[config.mk]
export PLATFORM = sky130hd
export DESIGN_NAME = swipe_gesture_classifier_unit
export DESIGN_NICKNAME = d
export VERILOG_FILES = /design/src/hw/rtl/sgc_pkg.sv /design/src/hw/rtl/sgc_core.sv /design/src/hw/rtl/swipe_gesture_classifier_unit.sv
export VERILOG_INCLUDE_DIRS = /design/src /design/src/hw/rtl
export SDC_FILE = /design/constraint.sdc
export NUM_CORES = 1
export LEC_CHECK = 0
export BUFFER_PORTS_ARGS = -buffer_cell sky130_fd_sc_hd__buf_4
export CAP_MARGIN = 30
export CORE_AREA = 2 2 111 113
export DETAILED_ROUTE_END_ITERATION = 10
export DIE_AREA = 0 0 113 115
export HOLD_SLACK_MARGIN = 0.1
export PLACE_DENSITY_LB_ADDON = 0.08
export SLEW_MARGIN = 0
export SYNTH_ARGS = -nofsm -noshare
export SYNTH_HDL_FRONTEND = slang
export SYNTH_SLANG_ARGS = --single-unit
[constraint.sdc]
create_clock -name clock -period 3.2 [get_ports clock]
set_input_delay 0.32 -clock clock [delete_from_list [all_inputs] [get_ports clock]]
set_output_delay 0.32 -clock clock [all_outputs]
set_load 0.1 [all_outputs]
[src/hw/rtl/swipe_gesture_classifier_unit_assert.svh]
// Assertion macros shared by the swipe classifier RTL.
// No dependencies; included by modules that carry checks.
`ifndef SWIPE_GESTURE_CLASSIFIER_UNIT_ASSERT_SVH
`define SWIPE_GESTURE_CLASSIFIER_UNIT_ASSERT_SVH

// antecedent holds -> consequent holds in the same cycle
`define SGC_ASSERT_SAME(label, clk, rst, ante, cons) \
   label: assert property (@(posedge clk) disable iff (rst) (ante) |-> (cons)) \
      else $error("sgc assertion failed (same cycle)");

// antecedent holds -> consequent holds in the next cycle
`define SGC_ASSERT_NEXT(label, clk, rst, ante, cons) \
   label: assert property (@(posedge clk) disable iff (rst) (ante) |=> (cons)) \
      else $error("sgc assertion failed (next cycle)");

`endif

[src/hw/rtl/sgc_pkg.sv]
// Shared types and constants for the swipe gesture classifier.
// No dependencies.
package sgc_pkg;

   localparam int COUNT_W = 8;
   localparam int THR_W   = 8;
   localparam int SENS_W  = 9;
   localparam int DIR_W   = 9;   // signed, right-left or up-down
   localparam int DIFF_W  = 11;  // signed entry minus current, with sensitivity headroom
   localparam int GEST_W  = 3;
   localparam int CSR_IDX_W  = 1;
   localparam int CSR_DATA_W = 9;

   localparam logic [THR_W-1:0]  THR_RESET  = 8'd30;
   localparam logic [SENS_W-1:0] SENS_RESET = 9'd80;

   localparam logic [CSR_IDX_W-1:0] CSR_PRESENCE_THRESHOLD = 1'd0;
   localparam logic [CSR_IDX_W-1:0] CSR_SWIPE_SENSITIVITY  = 1'd1;

   localparam logic OP_SAMPLE = 1'b0;
   localparam logic OP_READ   = 1'b1;

   localparam logic [GEST_W-1:0] GEST_NONE  = 3'd0;
   localparam logic [GEST_W-1:0] GEST_UP    = 3'd1;
   localparam logic [GEST_W-1:0] GEST_DOWN  = 3'd2;
   localparam logic [GEST_W-1:0] GEST_LEFT  = 3'd3;
   localparam logic [GEST_W-1:0] GEST_RIGHT = 3'd4;

   typedef struct packed {
      logic               operation;
      logic [COUNT_W-1:0] count_up;
      logic [COUNT_W-1:0] count_down;
      logic [COUNT_W-1:0] count_left;
      logic [COUNT_W-1:0] count_right;
   } req_item_type;

   typedef struct packed {
      logic [GEST_W-1:0] gesture;
      logic              object_absent;
   } rsp_item_type;

   typedef struct packed {
      logic [THR_W-1:0]  presence_threshold;
      logic [SENS_W-1:0] swipe_sensitivity;
   } cfg_type;

endpackage

[src/hw/rtl/sgc_core.sv]
// Classifier state and per-item update logic.
// Depends on sgc_pkg and swipe_gesture_classifier_unit_assert.svh.
`include "swipe_gesture_classifier_unit_assert.svh"

module sgc_core
   import sgc_pkg::*;
(
   input  logic         clock,
   input  logic         reset,
   input  logic         step_en,
   input  req_item_type item,
   input  cfg_type      cfg,
   output rsp_item_type result
);

   logic signed [DIR_W-1:0] cur_x_ff, cur_x_in;
   logic signed [DIR_W-1:0] cur_y_ff, cur_y_in;
   logic signed [DIR_W-1:0] ent_x_ff, ent_x_in;
   logic signed [DIR_W-1:0] ent_y_ff, ent_y_in;
   logic                    absent_ff, absent_in;
   logic [GEST_W-1:0]       gesture_ff, gesture_in;

   logic                     no_object;
   logic signed [DIR_W-1:0]  samp_x, samp_y;
   logic signed [DIFF_W-1:0] dx, dy, sens_pos, sens_neg;
   logic [GEST_W-1:0]        swipe_gest;

   assign no_object = (item.count_up    < cfg.presence_threshold) &&
                      (item.count_down  < cfg.presence_threshold) &&
                      (item.count_left  < cfg.presence_threshold) &&
                      (item.count_right < cfg.presence_threshold);

   assign samp_x = $signed({1'b0, item.count_right}) - $signed({1'b0, item.count_left});
   assign samp_y = $signed({1'b0, item.count_up})    - $signed({1'b0, item.count_down});

   assign dx = DIFF_W'(ent_x_ff) - DIFF_W'(cur_x_ff);
   assign dy = DIFF_W'(ent_y_ff) - DIFF_W'(cur_y_ff);
   assign sens_pos = $signed({2'b00, cfg.swipe_sensitivity});
   assign sens_neg = -sens_pos;

   // vertical beats horizontal; keep old gesture when nothing exceeds
   always_comb begin
      if (dy > sens_pos) begin
         swipe_gest = GEST_UP;
      end else if (dy < sens_neg) begin
         swipe_gest = GEST_DOWN;
      end else if (dx > sens_pos) begin
         swipe_gest = GEST_RIGHT;
      end else if (dx < sens_neg) begin
         swipe_gest = GEST_LEFT;
      end else begin
         swipe_gest = gesture_ff;
      end
   end

   always_comb begin
      cur_x_in   = cur_x_ff;
      cur_y_in   = cur_y_ff;
      ent_x_in   = ent_x_ff;
      ent_y_in   = ent_y_ff;
      absent_in  = absent_ff;
      gesture_in = gesture_ff;
      result.gesture       = gesture_ff;
      result.object_absent = absent_ff;
      case (item.operation)
         OP_READ: begin
            gesture_in = GEST_NONE;
         end
         OP_SAMPLE: begin
            if (no_object) begin
               absent_in = 1'b1;
               // zero entry direction means nothing recorded
               if ((ent_x_ff != '0) || (ent_y_ff != '0)) begin
                  gesture_in = swipe_gest;
                  cur_x_in   = '0;
                  cur_y_in   = '0;
                  ent_x_in   = '0;
                  ent_y_in   = '0;
               end
            end else begin
               cur_x_in = samp_x;
               cur_y_in = samp_y;
               if (absent_ff) begin
                  absent_in = 1'b0;
                  ent_x_in  = samp_x;
                  ent_y_in  = samp_y;
               end
            end
            result.gesture       = gesture_in;
            result.object_absent = absent_in;
         end
         default: begin
            gesture_in = gesture_ff;
         end
      endcase
   end

   always_ff @(posedge clock) begin
      if (reset) begin
         cur_x_ff   <= '0;
         cur_y_ff   <= '0;
         ent_x_ff   <= '0;
         ent_y_ff   <= '0;
         absent_ff  <= 1'b0;
         gesture_ff <= GEST_NONE;
      end else if (step_en) begin
         cur_x_ff   <= cur_x_in;
         cur_y_ff   <= cur_y_in;
         ent_x_ff   <= ent_x_in;
         ent_y_ff   <= ent_y_in;
         absent_ff  <= absent_in;
         gesture_ff <= gesture_in;
      end
   end

   `SGC_ASSERT_NEXT(a_read_clears, clock, reset, step_en && (item.operation == OP_READ), gesture_ff == GEST_NONE)
   `SGC_ASSERT_NEXT(a_absent_sets, clock, reset, step_en && (item.operation == OP_SAMPLE) && no_object, absent_ff && (ent_x_ff == '0) && (ent_y_ff == '0))
   `SGC_ASSERT_SAME(a_gesture_code, clock, reset, 1'b1, gesture_ff <= GEST_RIGHT)

endmodule

[src/hw/rtl/swipe_gesture_classifier_unit.sv]
// Top level of the swipe gesture classifier: handshake stages and config registers.
// Depends on sgc_pkg, sgc_core and swipe_gesture_classifier_unit_assert.svh.
//
//   channel | direction | ports                         | moves
//   req     | in        | req_valid/req_stall/req_item  | one sample or read item
//   rsp     | out       | rsp_valid/rsp_stall/rsp_item  | one result item per req item
//   csr     | in        | csr_we/csr_index/csr_wdata    | register write, no handshake
//
// One item per cycle sustained while rsp_stall is low; rsp_valid rises once an item
// has passed the input register and then the result register. The state update is
// a single combinational pass.
// Reset is synchronous: clears both stages, state and config to defaults.
// A stalled result holds its register; the input stage can still take one item behind it.
`include "swipe_gesture_classifier_unit_assert.svh"

module swipe_gesture_classifier_unit
   import sgc_pkg::*;
(
   input  logic                  clock,
   input  logic                  reset,
   input  logic                  req_valid,
   output logic                  req_stall,
   input  req_item_type          req_item,
   output logic                  rsp_valid,
   input  logic                  rsp_stall,
   output rsp_item_type          rsp_item,
   input  logic                  csr_we,
   input  logic [CSR_IDX_W-1:0]  csr_index,
   input  logic [CSR_DATA_W-1:0] csr_wdata
);

   cfg_type      cfg_ff;
   req_item_type in_item_ff;
   logic         in_valid_ff;
   rsp_item_type out_item_ff;
   logic         out_valid_ff;
   rsp_item_type core_result;
   logic         advance;

   assign advance   = in_valid_ff && (!out_valid_ff || !rsp_stall);
   assign req_stall = in_valid_ff && !advance;
   assign rsp_valid = out_valid_ff;
   assign rsp_item  = out_item_ff;

   always_ff @(posedge clock) begin
      if (reset) begin
         cfg_ff.presence_threshold <= THR_RESET;
         cfg_ff.swipe_sensitivity  <= SENS_RESET;
      end else if (csr_we) begin
         case (csr_index)
            CSR_PRESENCE_THRESHOLD: cfg_ff.presence_threshold <= csr_wdata[THR_W-1:0];
            CSR_SWIPE_SENSITIVITY:  cfg_ff.swipe_sensitivity  <= csr_wdata[SENS_W-1:0];
            default:                cfg_ff <= cfg_ff;
         endcase
      end
   end

   always_ff @(posedge clock) begin
      if (reset) begin
         in_valid_ff <= 1'b0;
      end else if (!req_stall) begin
         in_valid_ff <= req_valid;
      end
   end

   always_ff @(posedge clock) begin
      if (!req_stall && req_valid) begin
         in_item_ff <= req_item;
      end
   end

   always_ff @(posedge clock) begin
      if (reset) begin
         out_valid_ff <= 1'b0;
      end else if (advance) begin
         out_valid_ff <= 1'b1;
      end else if (!rsp_stall) begin
         out_valid_ff <= 1'b0;
      end
   end

   always_ff @(posedge clock) begin
      if (advance) begin
         out_item_ff <= core_result;
      end
   end

   sgc_core u_core (
      .clock  (clock),
      .reset  (reset),
      .step_en(advance),
      .item   (in_item_ff),
      .cfg    (cfg_ff),
      .result (core_result)
   );

   `SGC_ASSERT_NEXT(a_advance_out, clock, reset, advance,
                    out_valid_ff && (out_item_ff == $past(core_result)))
   `SGC_ASSERT_NEXT(a_hold_in, clock, reset, in_valid_ff && !advance,
                    in_valid_ff && $stable(in_item_ff))
   `SGC_ASSERT_SAME(a_rise_cause, clock, reset, $rose(out_valid_ff), $past(advance))

endmodule
# --- Word level (Yosys, flattened, before mapping) ---
# Cells that the tools add are included.
word_totals:
  out_inout_bits: 6
  word_cells: 72
  ff_bits: 96
  inputBits: 48
classes:
  n_mux: 18
  n_addsub: 5
  bitwise_logic: 2
  magnitude_cmp: 8
  eq_ne: 2
  n_reduce_logical: 20
ops:
  columns: ["op", "n"]
  rows:
  - ["2-to-1 mux 9 bit", 7]
  - ["< comparator 8 bit", 4]
  - ["> comparator 11 x 10 -> 1 bit", 2]
  - ["< comparator 11 bit", 2]
  - ["subtractor 9 x 9 -> 10 bit", 2]
  - ["2-to-1 mux 3 bit", 6]
  - ["nonzero test 9 bit", 2]
  - ["subtractor 8 x 8 -> 9 bit", 2]
  - ["negator 9 -> 11 bit", 1]
  - ["logical AND 1 bit", 6]
  - ["case mux 3 bit (2 select lines)", 1]
  - ["AND reduction 2 bit", 3]
  - ["logical NOT 1 bit", 4]
  - ["2-to-1 mux 4 bit", 1]
  - ["AND reduction 4 bit", 1]
  - ["2-to-1 mux 1 bit", 3]
  - ["AND reduction 3 bit", 1]
  - ["logical OR 1 bit", 2]
  - ["inequality test 2 x 1 -> 1 bit (second input constant)", 1]
  - ["inequality test 2 bit (second input constant)", 1]
  - ["NOT 1 bit", 2]
  - ["nonzero test 2 bit", 1]

# --- Longest topological paths before layout ---
depth:
  depth_word: 9
  mapped_depth: 19
  ltp_nobuf: 19

# --- By module ---
# A second synthesis with hierarchy kept.
hier_totals:
  cells_unflattened: 707
  hier_area_um2: 6646.4
modules_own_cells:
  columns: ["module", "instances", "area_per_inst_um2", "seq_area_each_um2", "cells_each"]
  rows:
  - ["sgc_core", 1, 4715.8, 800.8, 586]
  - ["swipe_gesture_classifier_unit", 1, 1930.6, 1491.4, 121]

# --- Worst setup path after synthesis ---
# OpenSTA, ideal clock, no wires.
synth_timing:
  kind: "flip-flop to flip-flop"
  startpoint: "register u_core.ent_y_ff[0]"
  endpoint: "register out_item_ff (netlist bit rsp_item[3]), data pin"
  setup_slack_ns: -0.326
  required_ns: 2.935
  arrival_ns: 3.261
  period_less_slack_ns: 3.526
  n_path_buf: 0
  stages_incl_launch_ff: 20
  setup_ns: 0.265
  cell_sequence: "dfxtp_1 > inv_1 > ha_1 > fa_1 > inv_1 > a21o_1 > a21oi_1 > o21bai_1 > a21oi_1 > o21ai_0 > xor2_1 > ha_1 > nand2_1 > nor2_1 > o21ai_0 > and3_1 > a311oi_1 > and3b_1 > nand3_1 > o21ai_1"
synth_rtl:
  columns: ["element", "line_no", "text"]
  rows:
  - ["start, declared", "sgc_core.sv:19", "logic signed [DIR_W-1:0] ent_y_ff, ent_y_in;"]
  - ["start signal, assigned", "sgc_core.sv:110", "ent_y_ff <= ent_y_in;"]
  - ["end signal, assigned", "swipe_gesture_classifier_unit.sv:84", "out_item_ff <= core_result;"]
  - ["end, declared", "swipe_gesture_classifier_unit.sv:35", "rsp_item_type out_item_ff;"]

==> impl_metrics.env <==
export IMPL_nNetsFinal=954
export IMPL_ys_seq_area_frac=0.358
export IMPL_drt_initial_drc_count=282
export IMPL_grt_pass1_wl_mm=26.1
export IMPL_failed_checks="setup timing"
export IMPL_syn_area_um2=6410
export IMPL_holdPathEnd="in_item_ff[17]$_DFFE_PP_"
export IMPL_htreeDepth=3
export IMPL_cts_sinks=96
export IMPL_worstMarginPinSlew_ns=0.986
export IMPL_rsz0062_at_grt="yes"
export IMPL_worst_setup_path_end_kind="flip-flop"
export IMPL_synthCells=693
export IMPL_ant_nets=0
export IMPL_area_growth_syn_to_layout_pct=23.7
export IMPL_synth_top_area_frac=0.197
export IMPL_pwr_share_comb=0.326
export IMPL_max_freq_mhz=281
export IMPL_reg2reg_depth=20
export IMPL_p_sw_uw=1140
export IMPL_fp_dieH_um=115
export IMPL_slew_headroom=0.342
export IMPL_r2r_slack_ns=-0.36
export IMPL_post_route_drc_count=0
export IMPL_seq_power_share=0.365
export IMPL_synth_edf_count=37
export IMPL_power_uw=3720
export IMPL_dieArea_um2=13000
export IMPL_critPathTopFamily="compound AO/OA/AOI/OAI gates"
export IMPL_cellPowerDensity_nw_per_um2=470
export IMPL_grt_total_usage=0.255
export IMPL_maxCapViolCount=0
export IMPL_drt_wl_total_mm=16.3
export IMPL_power_share_clock=0.309
export IMPL_drive_above_1_share=0.226
export IMPL_synth_area_leader_cell="ha_1"
export IMPL_synth_area_leaders="ha_1, dfxtp_1, edfxtp_1"
export IMPL_critPathLaunchType="flip-flop"
export IMPL_grt_antenna_before_repair=0
export IMPL_io_pins=54
export IMPL_drv_slew=0
export IMPL_portBuffers=53
export IMPL_cp_data_required_time_ns=3.28
export IMPL_crit_buf_inv=3
export IMPL_worst_slack_ns=-0.363
export IMPL_via_per_inst=5.75
export IMPL_final_setup_viol_count=6
export IMPL_clk_latency_ns=0.34
export IMPL_final_fill_count=964
export IMPL_power_share_switching=0.307
export IMPL_holdBufCountCts=0
export IMPL_cpMaxStageDelayCell="fa_2"
export IMPL_start_util=0.542
export IMPL_ys_flop_type="dfxtp_1"
export IMPL_reg2reg_from="u_core.ent_y_ff[0]$_SDFFE_PP0P_"
export IMPL_cts_tree="built"
export IMPL_die_x_um=113
export IMPL_ys_warn_count=0
export IMPL_dp_hpwl_mm=12.9
export IMPL_diodes=0
export IMPL_grt_overflow=0
export IMPL_period_needed_ns=3.56
export IMPL_syn_nets=846
export IMPL_critPathMaxFanout=3
export IMPL_preCtsSetupSlack_ns=-0.465
export IMPL_min_path_type="primary input to flip-flop"
export IMPL_syn_avg_cell_area_um2=9.25
export IMPL_finClkSkew_ns=0.00727
export IMPL_place_gp_congestion=0.926
export IMPL_ys_ff_latch=96
export IMPL_rows=40
export IMPL_critPathArrivalTime_ns=3.64
export IMPL_drtPass1Iterations=5
export IMPL_cts_root_buf="clkbuf_16"
export IMPL_peakVddDrop_v=0.000319
export IMPL_clk_pin_slew_worst_paths_ns=0.07
export IMPL_path_class="flip-flop to flip-flop"
export IMPL_async_flop_share=0
export IMPL_grt_pass1_vias=5378
export IMPL_grt_max_degree=43
export IMPL_fin_crit_sh=1.11
export IMPL_final_common_cell="buf_4"
export IMPL_crit_path_max_incr_delay_ns=0.34
export IMPL_final_cell_mix="buf_4, ha_1, nor2_1"
export IMPL_coreArea_um2=11800
export IMPL_wire_per_inst_um=17.1
export IMPL_p_leak_uw=0.00352
export IMPL_path_common_cell="o21ai_1"
export IMPL_hold_violations=0
export IMPL_status="finished with violations"
export IMPL_p_int_uw=2580
export IMPL_path_cells="inv_2 -> ha_4 -> fa_2 -> inv_2 -> a21o_1 -> a21oi_2 -> o21bai_1 -> a21oi_2 -> o21ai_1 -> xor2_1 -> buf_4 -> ha_4 -> a21oi_2 -> nor2b_1 -> o31ai_1 -> o21ai_1 -> a41oi_2 -> o311ai_2 -> o21ai_1 -> o21ai_1"
export IMPL_hp_start="req_item[17]"
export IMPL_min_path_cells=1
export IMPL_synth_cell_types=65
export IMPL_num_vias=5484
export IMPL_clk_path_buf_depth=2
export IMPL_reg2reg_to="rsp_item[3]$_DFFE_PP_"
export IMPL_numCtsBuffers=9
-- routing by layer --
| layer | part of all wire | vias up | track usage | wire length (um) |
|---|---|---|---|---|
| met4 | 0.022 | 0 | 0.0797 | 352 |
| met1 | 0.45 | 2585 | 0.326 | 7240 |
| met5 | 0 | - | 0 | 0 |
| met3 | 0.041 | 33 | 0.0279 | 674 |
| met2 | 0.49 | 159 | 0.456 | 7990 |
| li1 | - | 2707 | - | - |
-- synth_stat cells, drive strengths merged (2+ instances only) --
| library cell | instances |
|---|---|
| o31ai | 6 |
| o211a | 2 |
| o41ai | 3 |
| or3 | 4 |
| nand2b | 12 |
| a22oi | 11 |
| o2111ai | 2 |
| or4 | 2 |
| a22o | 11 |
| o21a | 10 |
| a21boi | 3 |
| buf | 5 |
| a2111oi | 2 |
| clkbuf | 10 |
| edfxtp | 37 |
| o21bai | 3 |
| a21oi | 44 |
| fa | 4 |
| a211oi | 5 |
| a211o | 2 |
| a21o | 5 |
| inv | 66 |
| o21ai | 32 |
| nor4 | 8 |
| a31oi | 4 |
| dfxtp | 59 |
| nand4 | 5 |
| xor2 | 6 |
| ha | 101 |
| and2 | 7 |
| a41oi | 3 |
| nor2b | 18 |
| and3 | 5 |
| mux2i | 6 |
| nand2 | 47 |
| o211ai | 10 |
| nor2 | 74 |
| o22ai | 4 |
| xnor2 | 19 |
| nor3 | 14 |
| nand3 | 8 |
-- layout make-up --
type	count	area, um^2	share of cell area
clock buffer	9	225	0.0284
sequential	96	2300	0.290
timing repair buffer	112	857	0.108
multi-input combinational	515	4020	0.507
inverter	67	251	0.0317
clock inverter	7	93.8	0.0118
tap	147	184	0.0232
-- worst max-delay path by stage --
stage / start / end / slack [ns] / depth (start not counted)
after floorplan: u_core.ent_y_ff[0]$_SDFFE_PP0P_ / rsp_item[1]$_DFFE_PP_ / -0.08 / 19
after global placement: u_core.ent_y_ff[0]$_SDFFE_PP0P_ / rsp_item[3]$_DFFE_PP_ / -0.29 / 20
after detailed placement: u_core.ent_x_ff[0]$_SDFFE_PP0P_ / rsp_item[2]$_DFFE_PP_ / -0.47 / 18
after CTS: u_core.ent_y_ff[0]$_SDFFE_PP0P_ / rsp_item[2]$_DFFE_PP_ / -0.31 / 20
after global routing: u_core.ent_y_ff[0]$_SDFFE_PP0P_ / rsp_item[3]$_DFFE_PP_ / -0.60 / 20
final: u_core.ent_y_ff[0]$_SDFFE_PP0P_ / rsp_item[3]$_DFFE_PP_ / -0.36 / 20
-- kinds of logic (layout without fill, tap and decap cells) --
group           count (synthesis)  after routing  share of synthesized area
compound gates                170            170                      0.179
xor+xnor                       25             25                     0.0342
fa+ha+maj                     105            105                      0.210
buf+inv                        82            195                     0.0517
flops                          96             96                      0.358
mux                             6              6                    0.00937
simple gates                  209            209                      0.158
-- state kept, by name, summed over array words and instances (netlist names), 3 cells and up --
register,flops
cfg_ff,17
in_item_ff,33
rsp_item,4
u_core.cur_x_ff,9
u_core.cur_y_ff,9
u_core.ent_x_ff,9
u_core.ent_y_ff,9
u_core.gesture_ff,3
-- power by group through the flow --
stage,sequential (uW),clock [uW],combinational [uW]
global route,1370,1210,1340
detailed placement,1390,0,1040
finish,1360,1150,1210
CTS,1360,1160,1100
floorplan,1390,0,663
global placement,1380,0,992
-- through the flow --
stage                     hold WS, ns  TNS [ns]   util  area (um^2)  cells
final                           0.152     -1.81  0.671         7930    953
after global routing            0.136     -3.27  0.671         7930    953
after CTS                       0.144     -1.55  0.657         7760    950
after detailed placement        0.445     -2.16  0.621         7330    926
after global placement          0.443     -1.51  0.621         7330    926
after floorplan                 0.419    -0.225      -         6460    693
-- timing repair --
item | in CTS | in global routing
gates resized for setup | 17 | 30
buffers inserted | 8 | 4
setup endpoints to repair | 6 | 12
gates cloned | 0 | 0
pin swaps | 21 | 28
hold endpoints to repair | 0 | 0
(Power assumes the default switching activity.)
